### src/hw/rtl/q2e_delay.sv
`timescale 1ns / 1ps
`default_nettype none
// ---------------------------------------------------------------------------
// q2e_delay: stalling shift line
// Holds lane results until the slower lanes catch up.
// ---------------------------------------------------------------------------
module q2e_delay #(
  parameter int WIDTH = 16,
  parameter int DEPTH = 4
) (
  input  wire logic             clk,
  input  wire logic             en,
  input  wire logic [WIDTH-1:0] din,
  output logic      [WIDTH-1:0] dout
);

  logic [WIDTH-1:0] taps [DEPTH];

  // Advance the line
  always_ff @(posedge clk) begin
    if (en) begin
      taps[0] <= din;
      for (int i = 1; i < DEPTH; i++) begin
        taps[i] <= taps[i-1];
      end
    end
  end

  assign dout = taps[DEPTH-1];

endmodule
`default_nettype wire

### config.mk
export PLATFORM = sky130hd
export DESIGN_NAME = q2e_delay
export DESIGN_NICKNAME = d
export VERILOG_FILES = /design/src/hw/rtl/q2e_delay.sv
export SDC_FILE = /design/constraint.sdc
export NUM_CORES = 1
export LEC_CHECK = 0
export BUFFER_PORTS_ARGS = -buffer_cell sky130_fd_sc_hd__clkbuf_2
export CORE_MARGIN = 5
export CORE_UTILIZATION = 45
export DETAILED_ROUTE_END_ITERATION = 7
export GPL_TIMING_DRIVEN = 0
export PLACE_DENSITY = 0.72
export SYNTH_ARGS = -nofsm -noshare
export SYNTH_HDL_FRONTEND = slang
export SYNTH_SLANG_ARGS = --single-unit
### constraint.sdc
create_clock -name clk -period 1.1 [get_ports clk]
set_clock_uncertainty 0.2 [all_clocks]
set_input_delay 0.165 -clock clk [delete_from_list [all_inputs] [get_ports clk]]
set_output_delay 0.165 -clock clk [all_outputs]
set_load 0.05 [all_outputs]
==> run_results.csv, run 1 <==
group,metric,value,unit
final_layout,largest_reg_flops,64,
final_layout,area_growth,37.0,%
route,drt_first_iter_violations,25,
run_status,failed_checks,"negative setup slack",
synthesis,netlist_top_cells_area,"edfxtp_1 100%",
final_layout,final_common_cell,"edfxtp_1",
pwr,clkPwrFrac,35.3,%
synthesis,syn_inst,64,
critical_path,end_kind,"primary output",
critical_path,cpPeakStageDelay,0.40,ns
pwr,internal_power,4.03,mW
sta,setup_slack,-0.153,ns
critical_path,r2r_cells,0,
sta,fmax,798,MHz
final_layout,multi_input_cells,0,
critical_path,critPathBufInv,1,
worst_hold_path,hold_path_depth,0,
pwr,p_leak,0.972,nW
place,post-place-ws,-0.748,ns
pwr,switchingPower,967,µW
clocking,cts_max_level,3,
critical_path,r2r_end,"taps[1][14]",
critical_path,cp_slowest_cell,"edfxtp_1",
pwr,vdd_drop_max,0.00146,V
sta,finalHoldViolCount,0,
sta,max-slew-margin-rel,51.7,%
route,viasPerCell,4.26,
die,num_rows,23,
critical_path,critPathTopFamily,"flip-flops",
job,maxCapViolations,0,
pwr,p_seq_share,58.4,%
sta,grt_setup_unrepaired,"yes",
synthesis,netlist.area_leader.share,100,%
grt,grt_pass1_vias,707,
place,routabilityCongestion,0.637,
critical_path,r2r-start,"taps[0][14]",
grt,gr-total-overflow,0,
final_layout,drive_above_1_share,34.9,%
pwr,p_sw_share,19.4,%
final_layout,final_util,64.9,%
route,drc,0,
synthesis,yosysWarnings,0,
grt,grt_antenna_before_repair,0,
grt,grt_pass1_wl,3.29,mm
route,post_drt_wl_per_cell,12.7,µm
place,port_buffers,33,
pwr,pwr-share-comb,6.3,%
clocking,clk_latency,0.31,ns
final_layout,top_register,"taps",
route,drt_pass1_iterations,3,
grt,grt_start_max_net_pins,65,
final_layout,multi_input_comb_area,0,µm²
synthesis,synth_seq_area_share,100,%
clocking,numCtsBuffers,9,
final_layout,most-common-layout-cells,"64 x edfxtp_1, 24 x clkbuf_8, 16 x dlygate4sd3_1, 16 x clkbuf_2",
worst_hold_path,min_path_type,"flip-flop to flip-flop",
die,io_pins,34,
critical_path,crit_fanout,1,
synthesis,avgSynthCellArea,30.0,µm²
final_layout,nFillCells,272,
die,core-area,0.00406,mm²
clocking,max-clock-path-buffers,2,
die,die_area,0.00568,mm²
clocking,cts.sinks,64,
synthesis,synth.ff_latch_count,64,
final_layout,regArea,0.00192,mm²
synthesis,synth.cell_area,0.00192,mm²
critical_path,crit_chain,"buf_8",
sta,holdWs,0.217,ns
worst_hold_path,whs_endpoint,"taps[2][13]",
run_status,status,"complete, but fails checks",
sta,setup_violations,16,
synthesis,synth_cell_types,1,
critical_path,setup.worst_path.start_class,"flip-flop",
clocking,cts_tree,"yes",
critical_path,ff2ff_setup_slack,0.25,ns
sta,min_period_over_period,114,%
sta,tightest_slew,0.725,ns
clocking,cts-root-buf,"clkbuf_8",
critical_path,cp.arrival,0.89,ns
pwr,powerDensity,1900,mW/mm²
route,postRouteAntennaNets,0,
grt,grt_use_total,8.79,%
die,initial_core_util,47.4,%
critical_path,worstSetupPathType,"flip-flop to primary output",
critical_path,critPathLaunch,"taps[3][7]",
die,die_x,75.4,µm
final_layout,nNetsFinal,142,
route,finalWirelength,2.28,mm
sta,finalCriticalPeriod,1.25,ns
route,route.vias.total,762,
final_layout,reg_top3,"taps (64)",
clocking,path_clk_slew,0.06,ns
sta,slew_viol_final,0,
sta,fin_tns_setup,-2.23,ns
synthesis,syn-num-nets,82,
die,die_h,75.4,µm
critical_path,cp.required,0.73,ns
worst_hold_path,hold_start,"taps[1][13]",
final_layout,n_antenna_cell,0,
synthesis,synth_area_leader_cell,"edfxtp_1",
-- cell usage after synthesis --
cell,count
edfxtp_1,64
-- stage by stage --
stage	cell area (µm²)	cells	total power, mW
finish	2630	179	5.00
CTS	2630	179	5.04
floorplan	1920	64	3.07
global route	2630	179	5.19
detailed placement	2150	147	3.19
global placement	2150	147	3.17
-- per-layer routing --
metal  GRT usage, %  wire [µm]  vias up  part of all wire, %
met4           6.99         56        0                  2.5
li1               -          -      380                    -
met5              0          0        -                    0
met3           3.96        161        4                  7.1
met2           13.7       1220       25                   54
met1           9.17        841      353                   37
-- final cells by class --
class / instances / share of cell area (%)
clock buffer: 11 / 4.99
clock inverter: 5 / 1.81
timing repair buffer: 49 / 17.8
sequential: 64 / 73.0
tap: 50 / 2.38
-- repair_timing --
item | CTS | global route
pin swaps | 0 | 0
hold buffers | 16 | 0
setup endpoints to repair | 80 | 19
endpoints found under the hold margin | 16 | 0
resized for setup | 33 | 2
buffers inserted | 0 | 0
cloned | 0 | 0
-- worst max-delay path by stage --
| stage | cells past startpoint | end |
|---|---|---|
| 5_1_grt | 1 | dout[7] |
| 3_5_place_dp | 1 | taps[3][1] |
| 6_report | 1 | dout[7] |
| 4_1_cts | 1 | dout[7] |
| 3_3_place_gp | 1 | taps[3][4] |
| 2_1_floorplan | 0 | dout[0] |
-- power groups by stage --
stage | clock, mW | combinational [mW] | sequential [mW]
after CTS | 1.80 | 0.315 | 2.92
after floorplan | 0 | 0 | 3.07
after detailed placement | 0 | 0.220 | 2.97
final | 1.76 | 0.315 | 2.92
after global placement | 0 | 0.215 | 2.95
after global routing | 1.92 | 0.328 | 2.94
-- cell families after synthesis --
family,count (synthesis),synth area share [%]
flip-flops,64,100
No activity file was read; power rests on OpenSTA's default activity.
==> inputs of run 2 (changes only) <==
Settings changed: CORE_UTILIZATION 45 to 52, PLACE_DENSITY 0.72 to 0.81.
==> run 2 against run 1 <==
  * The flow still finishes with violations (negative setup slack)
  * Non-clock buffer count unchanged
  * Total power decreased by 4.3%
  * Cell count shrank 1.1%
  * Core utilization rose by 6.9 points
  * Highest routed layer unchanged
  * Die area is 12% lower
  * First-iteration DRC count up 60%
  * Combinational power about the same
  * Clock-buffer cell count fell by 1
  * Via count shrank 1.6%
  * Maximum frequency fell by 0.67%
  * Critical path depth unchanged
==> run_results.csv, run 2 (synthesis results as in run 1) <==
group,metric,value,unit
sta,setup_slack,-0.161,ns
sta,max-slew-margin-rel,51.3,%
run_status,failed_checks,"negative setup slack",
die,num_rows,22,
route,postRouteAntennaNets,0,
final_layout,final_common_cell,"edfxtp_1",
route,drt_pass1_iterations,4,
critical_path,critPathBufInv,1,
clocking,cts_tree,"yes",
sta,slew_viol_final,0,
sta,finalCriticalPeriod,1.26,ns
clocking,cts.sinks,64,
grt,grt_start_max_net_pins,65,
sta,fin_tns_setup,-2.26,ns
run_status,status,"complete, but fails checks",
critical_path,r2r-start,"taps[2][15]",
critical_path,ff2ff_setup_slack,0.26,ns
die,die_x,70.8,µm
critical_path,critPathLaunch,"taps[3][8]",
route,viasPerCell,4.24,
grt,grt_use_total,10.6,%
sta,grt_setup_unrepaired,"yes",
die,initial_core_util,52.9,%
place,routabilityCongestion,0.588,
final_layout,multi_input_comb_area,0,µm²
worst_hold_path,hold_start,"taps[1][10]",
die,io_pins,34,
route,drc,0,
sta,finalHoldViolCount,0,
critical_path,r2r_cells,0,
final_layout,top_register,"taps",
critical_path,end_kind,"primary output",
pwr,vdd_drop_max,0.00111,V
clocking,numCtsBuffers,9,
pwr,powerDensity,1830,mW/mm²
clocking,path_clk_slew,0.06,ns
die,die_h,70.8,µm
clocking,cts_max_level,3,
route,route.vias.total,750,
place,post-place-ws,-0.746,ns
final_layout,area_growth,35.7,%
critical_path,worstSetupPathType,"flip-flop to primary output",
final_layout,final_util,71.8,%
critical_path,setup.worst_path.start_class,"flip-flop",
final_layout,n_antenna_cell,0,
worst_hold_path,whs_endpoint,"taps[2][10]",
final_layout,drive_above_1_share,34.9,%
grt,grt_antenna_before_repair,0,
clocking,cts-root-buf,"clkbuf_8",
critical_path,critPathTopFamily,"flip-flops",
final_layout,reg_top3,"taps (64)",
critical_path,cp.required,0.73,ns
critical_path,crit_chain,"buf_8",
critical_path,r2r_end,"taps[3][15]",
critical_path,cpPeakStageDelay,0.41,ns
route,drt_first_iter_violations,40,
final_layout,nNetsFinal,142,
worst_hold_path,hold_path_depth,0,
job,maxCapViolations,0,
grt,grt_pass1_vias,787,
sta,setup_violations,16,
worst_hold_path,min_path_type,"flip-flop to flip-flop",
die,core-area,0.00363,mm²
grt,gr-total-overflow,0,
die,die_area,0.00501,mm²
critical_path,cp_slowest_cell,"edfxtp_1",
final_layout,largest_reg_flops,64,
route,post_drt_wl_per_cell,12.8,µm
sta,min_period_over_period,115,%
clocking,max-clock-path-buffers,2,
sta,tightest_slew,0.730,ns
final_layout,most-common-layout-cells,"64 x edfxtp_1, 22 x clkbuf_8, 16 x dlygate4sd3_1, 16 x clkbuf_2",
final_layout,multi_input_cells,0,
sta,fmax,793,MHz
pwr,p_leak,0.963,nW
grt,grt_pass1_wl,3.70,mm
place,port_buffers,33,
pwr,finalPower,4.78,mW
critical_path,crit_fanout,1,
critical_path,cp.arrival,0.90,ns
clocking,clk_latency,0.31,ns
route,finalWirelength,2.27,mm
## run 2: cell types whose count changed in the layout (fill, tap and decap cells not counted), sizes merged
| cell | delta |
|---|---|
| buf | +2 |
| bufinv | -1 |
| clkbuf | -3 |
| clkinv | +2 |
## run 2: worst max path at each step
stage | end | slack, ns | cells after the start
after floorplan | dout[0] | 0.13 | 0
after global placement | taps[3][15] | -0.68 | 1
after detailed placement | taps[3][7] | -0.75 | 1
after CTS | dout[15] | -0.20 | 1
after global routing | dout[15] | -0.20 | 1
final | dout[8] | -0.16 | 1
## run 2: through the flow
step / instance area, µm² / hold WS [ns] / cells
2_1_floorplan: 1920 / 0.0639 / 64
3_3_place_gp: 2150 / 0.141 / 145
3_5_place_dp: 2150 / 0.144 / 145
4_1_cts: 2600 / 0.217 / 177
5_1_grt: 2610 / 0.223 / 177
6_report: 2610 / 0.216 / 177
## run 2: repair_timing
item	4_1_cts	5_1_grt
setup endpoints to repair	80	80
endpoints found under the hold margin	16	0
pin swaps	0	0
setup buffers	0	0
hold buffers	16	0
resized for setup	33	4
## run 2: final cells by class
cell class            count  area, µm²
Clock buffer             10        128
Clock inverter            6       26.3
Fill cell               216       1030
Sequential cell          64       1920
Tap cell                 48       60.1
Timing Repair Buffer     49        472
## run 2: power by group
group          total (mW)  internal, mW  switching [mW]
Sequential           2.92          2.88          0.0437
Clock                1.55         0.781           0.765
Combinational       0.316         0.132           0.184
Total                4.78          3.79           0.992
## run 2: routing by layer
metal  vias up  wire [µm]  GRT usage (%)  part of all wire [%]
met1       336        945           12.1                    42
li1        380          -              -                     -
met5         -          0              0                     0
met3         7        117           5.11                   5.2
met2        27       1130           14.9                    50
met4         0         76           8.77                   3.4
