**config.mk**
```make
export PLATFORM = sky130hd
export DESIGN_NAME = q2e_isqrt
export DESIGN_NICKNAME = d
export VERILOG_FILES = /design/src/hw/rtl/q2e_pkg.sv /design/src/hw/rtl/q2e_isqrt.sv
export SDC_FILE = /design/constraint.sdc
export NUM_CORES = 2
export LEC_CHECK = 0
export ABC_AREA = 1
export BUFFER_PORTS_ARGS = -buffer_cell sky130_fd_sc_hd__buf_2
export CAP_MARGIN = 20
export CELL_PAD_IN_SITES_DETAIL_PLACEMENT = 0
export CELL_PAD_IN_SITES_GLOBAL_PLACEMENT = 2
export CORE_ASPECT_RATIO = 1.4
export CORE_MARGIN = 4
export CORE_UTILIZATION = 40
export DETAILED_ROUTE_END_ITERATION = 16
export PLACE_DENSITY_LB_ADDON = 0.1
export SLEW_MARGIN = 20
export SYNTH_ARGS = -nofsm -noshare
export SYNTH_HDL_FRONTEND = slang
export SYNTH_SLANG_ARGS = --single-unit
export TNS_END_PERCENT = 5
```
**constraint.sdc**
```tcl
create_clock -name clk -period 3.84 [get_ports clk]
set_clock_uncertainty 0.1 [all_clocks]
set_input_delay 0.192 -clock clk [delete_from_list [all_inputs] [get_ports clk]]
set_output_delay 0.192 -clock clk [all_outputs]
set_load 0.02 [all_outputs]
```
**src/hw/rtl/q2e_pkg.sv**
```systemverilog
`timescale 1ns / 1ps
`default_nettype none
// ---------------------------------------------------------------------------
// q2e_pkg: shared types and constants for the quaternion to Euler converter
// Fixed formats, square root sizing, CORDIC angle table and lane bundles.
// ---------------------------------------------------------------------------
package q2e_pkg;

  localparam int Q_W      = 16;  // quaternion component width, Q2.14
  localparam int AW       = 16;  // angle width, Q3.12
  localparam int THR_W    = 12;  // lock threshold width
  localparam int OPW      = 36;  // CORDIC x/y operand width
  localparam int ZW       = 20;  // CORDIC Q16 angle accumulator width
  localparam int PW       = 32;  // component product width, Q28
  localparam int S_W      = 30;  // clamped asin argument, +-2^28
  localparam int SQ_IN_W  = 57;  // s*s, at most 2^56
  localparam int RAD_W    = 58;  // radicand padded to an even width
  localparam int SQ_STEPS = RAD_W / 2;
  localparam int ROOT_W   = SQ_STEPS;
  localparam int REM_W    = 34;
  localparam int ATAN_LEN = 24;

  localparam logic signed [OPW-1:0] ONE_Q28     = OPW'(64'sd268435456);
  localparam logic [RAD_W-1:0]      ONE_Q56     = RAD_W'(1) << 56;
  localparam logic signed [ZW-1:0]  HALF_PI_Q16 = ZW'(32'sd102944);
  localparam logic signed [17:0]    HALF_PI_Q12 = 18'sd6434;
  localparam logic signed [AW-1:0]  PI_Q12      = 16'sd12868;

  // Operands produced by the product/sum front end
  typedef struct packed {
    logic signed [S_W-1:0] s;
    logic                  clamped;
    logic signed [OPW-1:0] yaw_y;
    logic signed [OPW-1:0] yaw_x;
    logic signed [OPW-1:0] roll_y;
    logic signed [OPW-1:0] roll_x;
    logic signed [OPW-1:0] lk_y;
    logic signed [OPW-1:0] lk_x;
  } q2e_args_t;

  // One finished result
  typedef struct packed {
    logic signed [AW-1:0] roll;
    logic signed [AW-1:0] pitch;
    logic signed [AW-1:0] yaw;
    logic                 lock;
    logic                 clamped;
  } q2e_result_t;

  // round(atan(2^-i) * 65536)
  function automatic logic signed [ZW-1:0] atan_q16(input int unsigned idx);
    logic signed [ZW-1:0] val;
    case (idx)
      0:  val = ZW'(32'sd51472);
      1:  val = ZW'(32'sd30386);
      2:  val = ZW'(32'sd16055);
      3:  val = ZW'(32'sd8150);
      4:  val = ZW'(32'sd4091);
      5:  val = ZW'(32'sd2047);
      6:  val = ZW'(32'sd1024);
      7:  val = ZW'(32'sd512);
      8:  val = ZW'(32'sd256);
      9:  val = ZW'(32'sd128);
      10: val = ZW'(32'sd64);
      11: val = ZW'(32'sd32);
      12: val = ZW'(32'sd16);
      13: val = ZW'(32'sd8);
      14: val = ZW'(32'sd4);
      15: val = ZW'(32'sd2);
      16: val = ZW'(32'sd1);
      default: val = '0;
    endcase
    return val;
  endfunction

endpackage
`default_nettype wire

```
**src/hw/rtl/q2e_isqrt.sv**
```systemverilog
`timescale 1ns / 1ps
`default_nettype none
// ---------------------------------------------------------------------------
// q2e_isqrt: pipelined floor square root of 2^56 - s*s
// One root bit per stage, restoring digit recurrence.
// ---------------------------------------------------------------------------
module q2e_isqrt
  import q2e_pkg::*;
(
  input  wire logic               clk,
  input  wire logic               en,
  input  wire logic [SQ_IN_W-1:0] sq,
  output logic      [ROOT_W-1:0]  root
);

  logic [REM_W-1:0]  rem_q  [SQ_STEPS];
  logic [ROOT_W-1:0] root_q [SQ_STEPS];
  logic [RAD_W-1:0]  rad_q  [SQ_STEPS];
  logic [RAD_W-1:0]  rad0;

  assign rad0 = ONE_Q56 - RAD_W'(sq);

  for (genvar k = 0; k < SQ_STEPS; k++) begin : g_step
    logic [REM_W-1:0]  rem_in;
    logic [REM_W-1:0]  rem_t;
    logic [REM_W-1:0]  trial;
    logic [ROOT_W-1:0] root_in;
    logic [RAD_W-1:0]  rad_in;

    if (k == 0) begin : g_first
      assign rem_in  = '0;
      assign root_in = '0;
      assign rad_in  = rad0;
    end else begin : g_next
      assign rem_in  = rem_q[k-1];
      assign root_in = root_q[k-1];
      assign rad_in  = rad_q[k-1];
    end

    assign rem_t = {rem_in[REM_W-3:0], rad_in[RAD_W-1 -: 2]};
    assign trial = REM_W'({root_in, 2'b01});

    // Decide one root bit
    always_ff @(posedge clk) begin
      if (en) begin
        if (rem_t >= trial) begin
          rem_q[k]  <= rem_t - trial;
          root_q[k] <= {root_in[ROOT_W-2:0], 1'b1};
        end else begin
          rem_q[k]  <= rem_t;
          root_q[k] <= {root_in[ROOT_W-2:0], 1'b0};
        end
        rad_q[k] <= rad_in << 2;
      end
    end
  end

  assign root = root_q[SQ_STEPS-1];

endmodule
`default_nettype wire

```
==> results.toml <==
[outcome]
status = "finished, final reports clean"

[synthesis]
synth_top_family_by_area = "simple AND/OR/NAND/NOR gates"
ys_types = 63
syn_nets = 14507
ys_async_sr_fraction = 0
postSynthAreaPerCell_um2 = 8.53
synth_fa_ha_area_frac = 0.0491
synth_xor_area_frac = 0.0329
synth.area.mux_share = 0
syn_inst = 13980
synth_compound_area_frac = 0.0449
ys.flop_type = "edfxtp_1"
ys_seq_elements = 2096
synth_edf_count = 2095
synth_area_mm2 = 0.119
ys_seq_area_frac = 0.527
yosysWarningCount = 0
synth-simple-area-share = 0.262

[power_and_ir_drop]
p_leak_uw = 0.0590
swShare = 0.351
p_sw_uw = 25400
max-vdd-ir-drop_mv = 0.430
power_frac_seq = 0.433
power.density_mw_per_mm2 = 545
combPwrFrac = 0.267
p_int_uw = 47000
clkPwrFrac = 0.301

[grt]
grt_max_degree = 159
grt_overflow = 0
grt_pass1_wl_um = 595000
grt_pass1_vias = 92661
antenna_found_initial = 12
grt_usage = 0.258

[floorplan]
dieHeight_um = 654
die-area_mm2 = 0.307
die_w_um = 470
initial_utilization = 0.401
coreArea_mm2 = 0.297
ios = 88
rows = 237

[setup_path]
r2r-start = "root_q[1][236]$_DFFE_PP_"
path_buf_inv = 3
end_kind = "flop"
crit_type = "reg2reg"
crit_path_cell_trace = "inv_1 > ha_1 > nand2_1 > nor2_1 > nand3b_1 > nand3_1 > nand2_1 > nand3_2 > nand2_2 > nand2_2 > buf_4 > nand2_1 > nand2_1 > inv_1"
cp_common_cell = "nand2_1"
critPathRequiredTime_ns = 4.40
worstReg2RegEnd = "rem_q[1][318]$_DFFE_PP_"
crit_slowest_cell = "edfxtp_1"
rrSetupSlack_ns = 0.35
rr_worst_depth = 14
arrival_ns = 4.05
cp-start-kind = "flop"
max_stage_delay_ns = 0.51
worstPathMaxFanout = 34
critPathTopFamily = "simple AND/OR/NAND/NOR gates"

[detailed_routing]
vias = 92989
post_drt_wl_per_cell_um = 21.9
ant_nets = 0
first_iter_violations = 6880
top_layer = "met5"
wl_met3_um = 13000
routed-wl-met2_um = 209000
routed_wl_um = 405000
drc = 0
dr.pass1.iters = 6
wirelength_met1_um = 165000
via_per_inst = 5.03

[sta]
hold_violations = 0
clock.fmax_mhz = 287
drv_slew = 0
rsz0062_at_grt = "no"
min_period_ns = 3.49
setup_viol = 0
tightest_slew_ns = 1.25
tns_ns = 0
final.period_utilization = 0.909
max-slew-margin-rel = 0.165

[hold_path]
min_from = "sq[25]"
worstHoldPathType = "in2reg"
hold_path_depth = 3
hold_end = "rad_q[0][25]$_DFFE_PP_"

[cells_and_area]
fill_cells = 29437
final_area_mm2 = 0.133
nets = 14869
drive_gt1_frac = 0.0499
finish.utilization = 0.447
fin_cells = 18475
area_growth_pct = 11.4

[clocking]
cts_tree = "done"
post_cts_resized = 0
cts.clk_slew.worst_paths_ns = 0.07
cts_buffers = 221
insertion_delay_ns = 0.93
cts.sinks = 2096
clockBufferDepth = 4
cts_root_buffer = "clkbuf_16"
htree_levels = 4

[placement]
placed_cells = 17965
io_buffer_count = 87
hpwl_um = 330000
dpl_cell_area_mm2 = 0.125
gp_congestion = 0.943

[job]
drv_cap = 0
## worst register-to-register path, cell delays in order (launching register included)
cell      delay, ns
edfxtp_1       0.51
inv_1          0.09
ha_1           0.36
nand2_1        0.12
nor2_1         0.32
nand3b_1       0.14
nand3_1        0.27
nand2_1        0.17
nand3_2        0.11
nand2_2        0.18
nand2_2        0.10
buf_4          0.43
nand2_1        0.10
nand2_1        0.15
inv_1          0.06
## power by group through the flow
stage                     registers (µW)  logic [µW]  clock network, µW
after floorplan                    30100       12900                  0
after global placement             31800       19300                  0
after detailed placement           31800       19200                  0
after CTS                          31300       19400              22400
after global routing               31500       21700              23300
final                              31300       19300              21800
## worst max path at each step
stage	slack, ns	endpoint	from	depth (start not counted)
2_1_floorplan	1.04	rem_q[1][374]$_DFFE_PP_	en	4
3_3_place_gp	0.37	rem_q[1][396]$_DFFE_PP_	rem_q[1][347]$_DFFE_PP_	12
3_5_place_dp	0.39	rem_q[1][318]$_DFFE_PP_	root_q[1][236]$_DFFE_PP_	14
4_1_cts	0.35	rem_q[1][318]$_DFFE_PP_	root_q[1][236]$_DFFE_PP_	14
5_1_grt	0.27	rem_q[1][396]$_DFFE_PP_	root_q[1][297]$_DFFE_PP_	13
6_report	0.35	rem_q[1][318]$_DFFE_PP_	root_q[1][236]$_DFFE_PP_	14
## timing repair
action,CTS,global route
hold endpoints to repair,396,0
setup buffers,0,0
hold buffers,97,0
## synth_stat cells, types with 10 or more instances
cell	instances	area (µm²)
nand3_2	11	110
clkbuf_1	37	139
buf_2	39	195
nand2_2	33	206
buf_6	20	225
a21oi_1	443	2220
nor2_2	34	213
edfxtp_1	2095	62900
nand3_1	853	4270
inv_1	2397	9000
and3_1	10	62.6
nor4_1	36	225
xor2_1	278	2430
and2_1	22	138
nand4_1	286	1790
ha_1	468	5860
o21ai_0	320	1600
buf_4	35	263
nand2_1	4089	15300
nor2_1	1558	5850
nor2_4	14	158
nor3_1	238	1190
inv_2	37	139
o21bai_1	68	510
o21ai_1	118	591
xnor2_1	170	1490
nand3b_1	126	946
or2_2	31	194
nor3b_1	13	97.6
## area by class of cell
cell class	instances	area (µm²)	area share
antenna	14	35.0	0.000264
clock buffer	252	5670	0.0427
clock inverter	147	1560	0.0117
inverter	2436	9150	0.0688
multi-input combinational	9314	46400	0.349
sequential	2096	62900	0.474
tap	3943	4930	0.0371
timing repair buffer	273	2230	0.0168
## registers in the layout, indices dropped and copies added (netlist names)
| name | cells |
|---|---|
| rad_q | 812 |
| rem_q | 849 |
| root_q | 435 |
## routing by layer
| metal | vias to the layer above | GRT usage |
|---|---|---|
| met5 | - | 0 |
| met4 | 2 | 0.106 |
| met3 | 628 | 0.0203 |
| met2 | 2045 | 0.478 |
| met1 | 44098 | 0.309 |
| li1 | 46216 | - |
## metrics by stage
step	setup slack, ns	hold WS, ns	power [µW]
2_1_floorplan	1.04	0.191	43000
3_5_place_dp	0.390	0.303	50900
3_3_place_gp	0.369	0.299	51100
6_report	0.351	0.140	72400
5_1_grt	0.266	0.0860	76500
4_1_cts	0.351	0.0289	73100
## kinds of logic (layout without fill, tap and decap cells)
group                      Yosys count  count (layout)
xor gates and xnor gates           448             448
DFF                               2096            2096
other                                0              14
AOI/OAI and AO/OA                 1004            1004
adders and majority gates          468             468
and+or+nand+nor                   7394            7394
buffers and inverters             2570            3108
## cells in the final DEF (no fill, tap or decap), drive strengths merged, types with 68 or more instances in the layout
master / count
nand2: 4132
inv: 2451
edfxtp: 2095
nor2: 1606
nand3: 865
ha: 468
a21oi: 452
o21ai: 444
nand4: 290
xor2: 278
clkbuf: 252
nor3: 247
buf: 176
xnor2: 170
nand3b: 126
dlygate4sd3: 97
clkinv: 88
o21bai: 68
(Power assumes the default switching activity.)
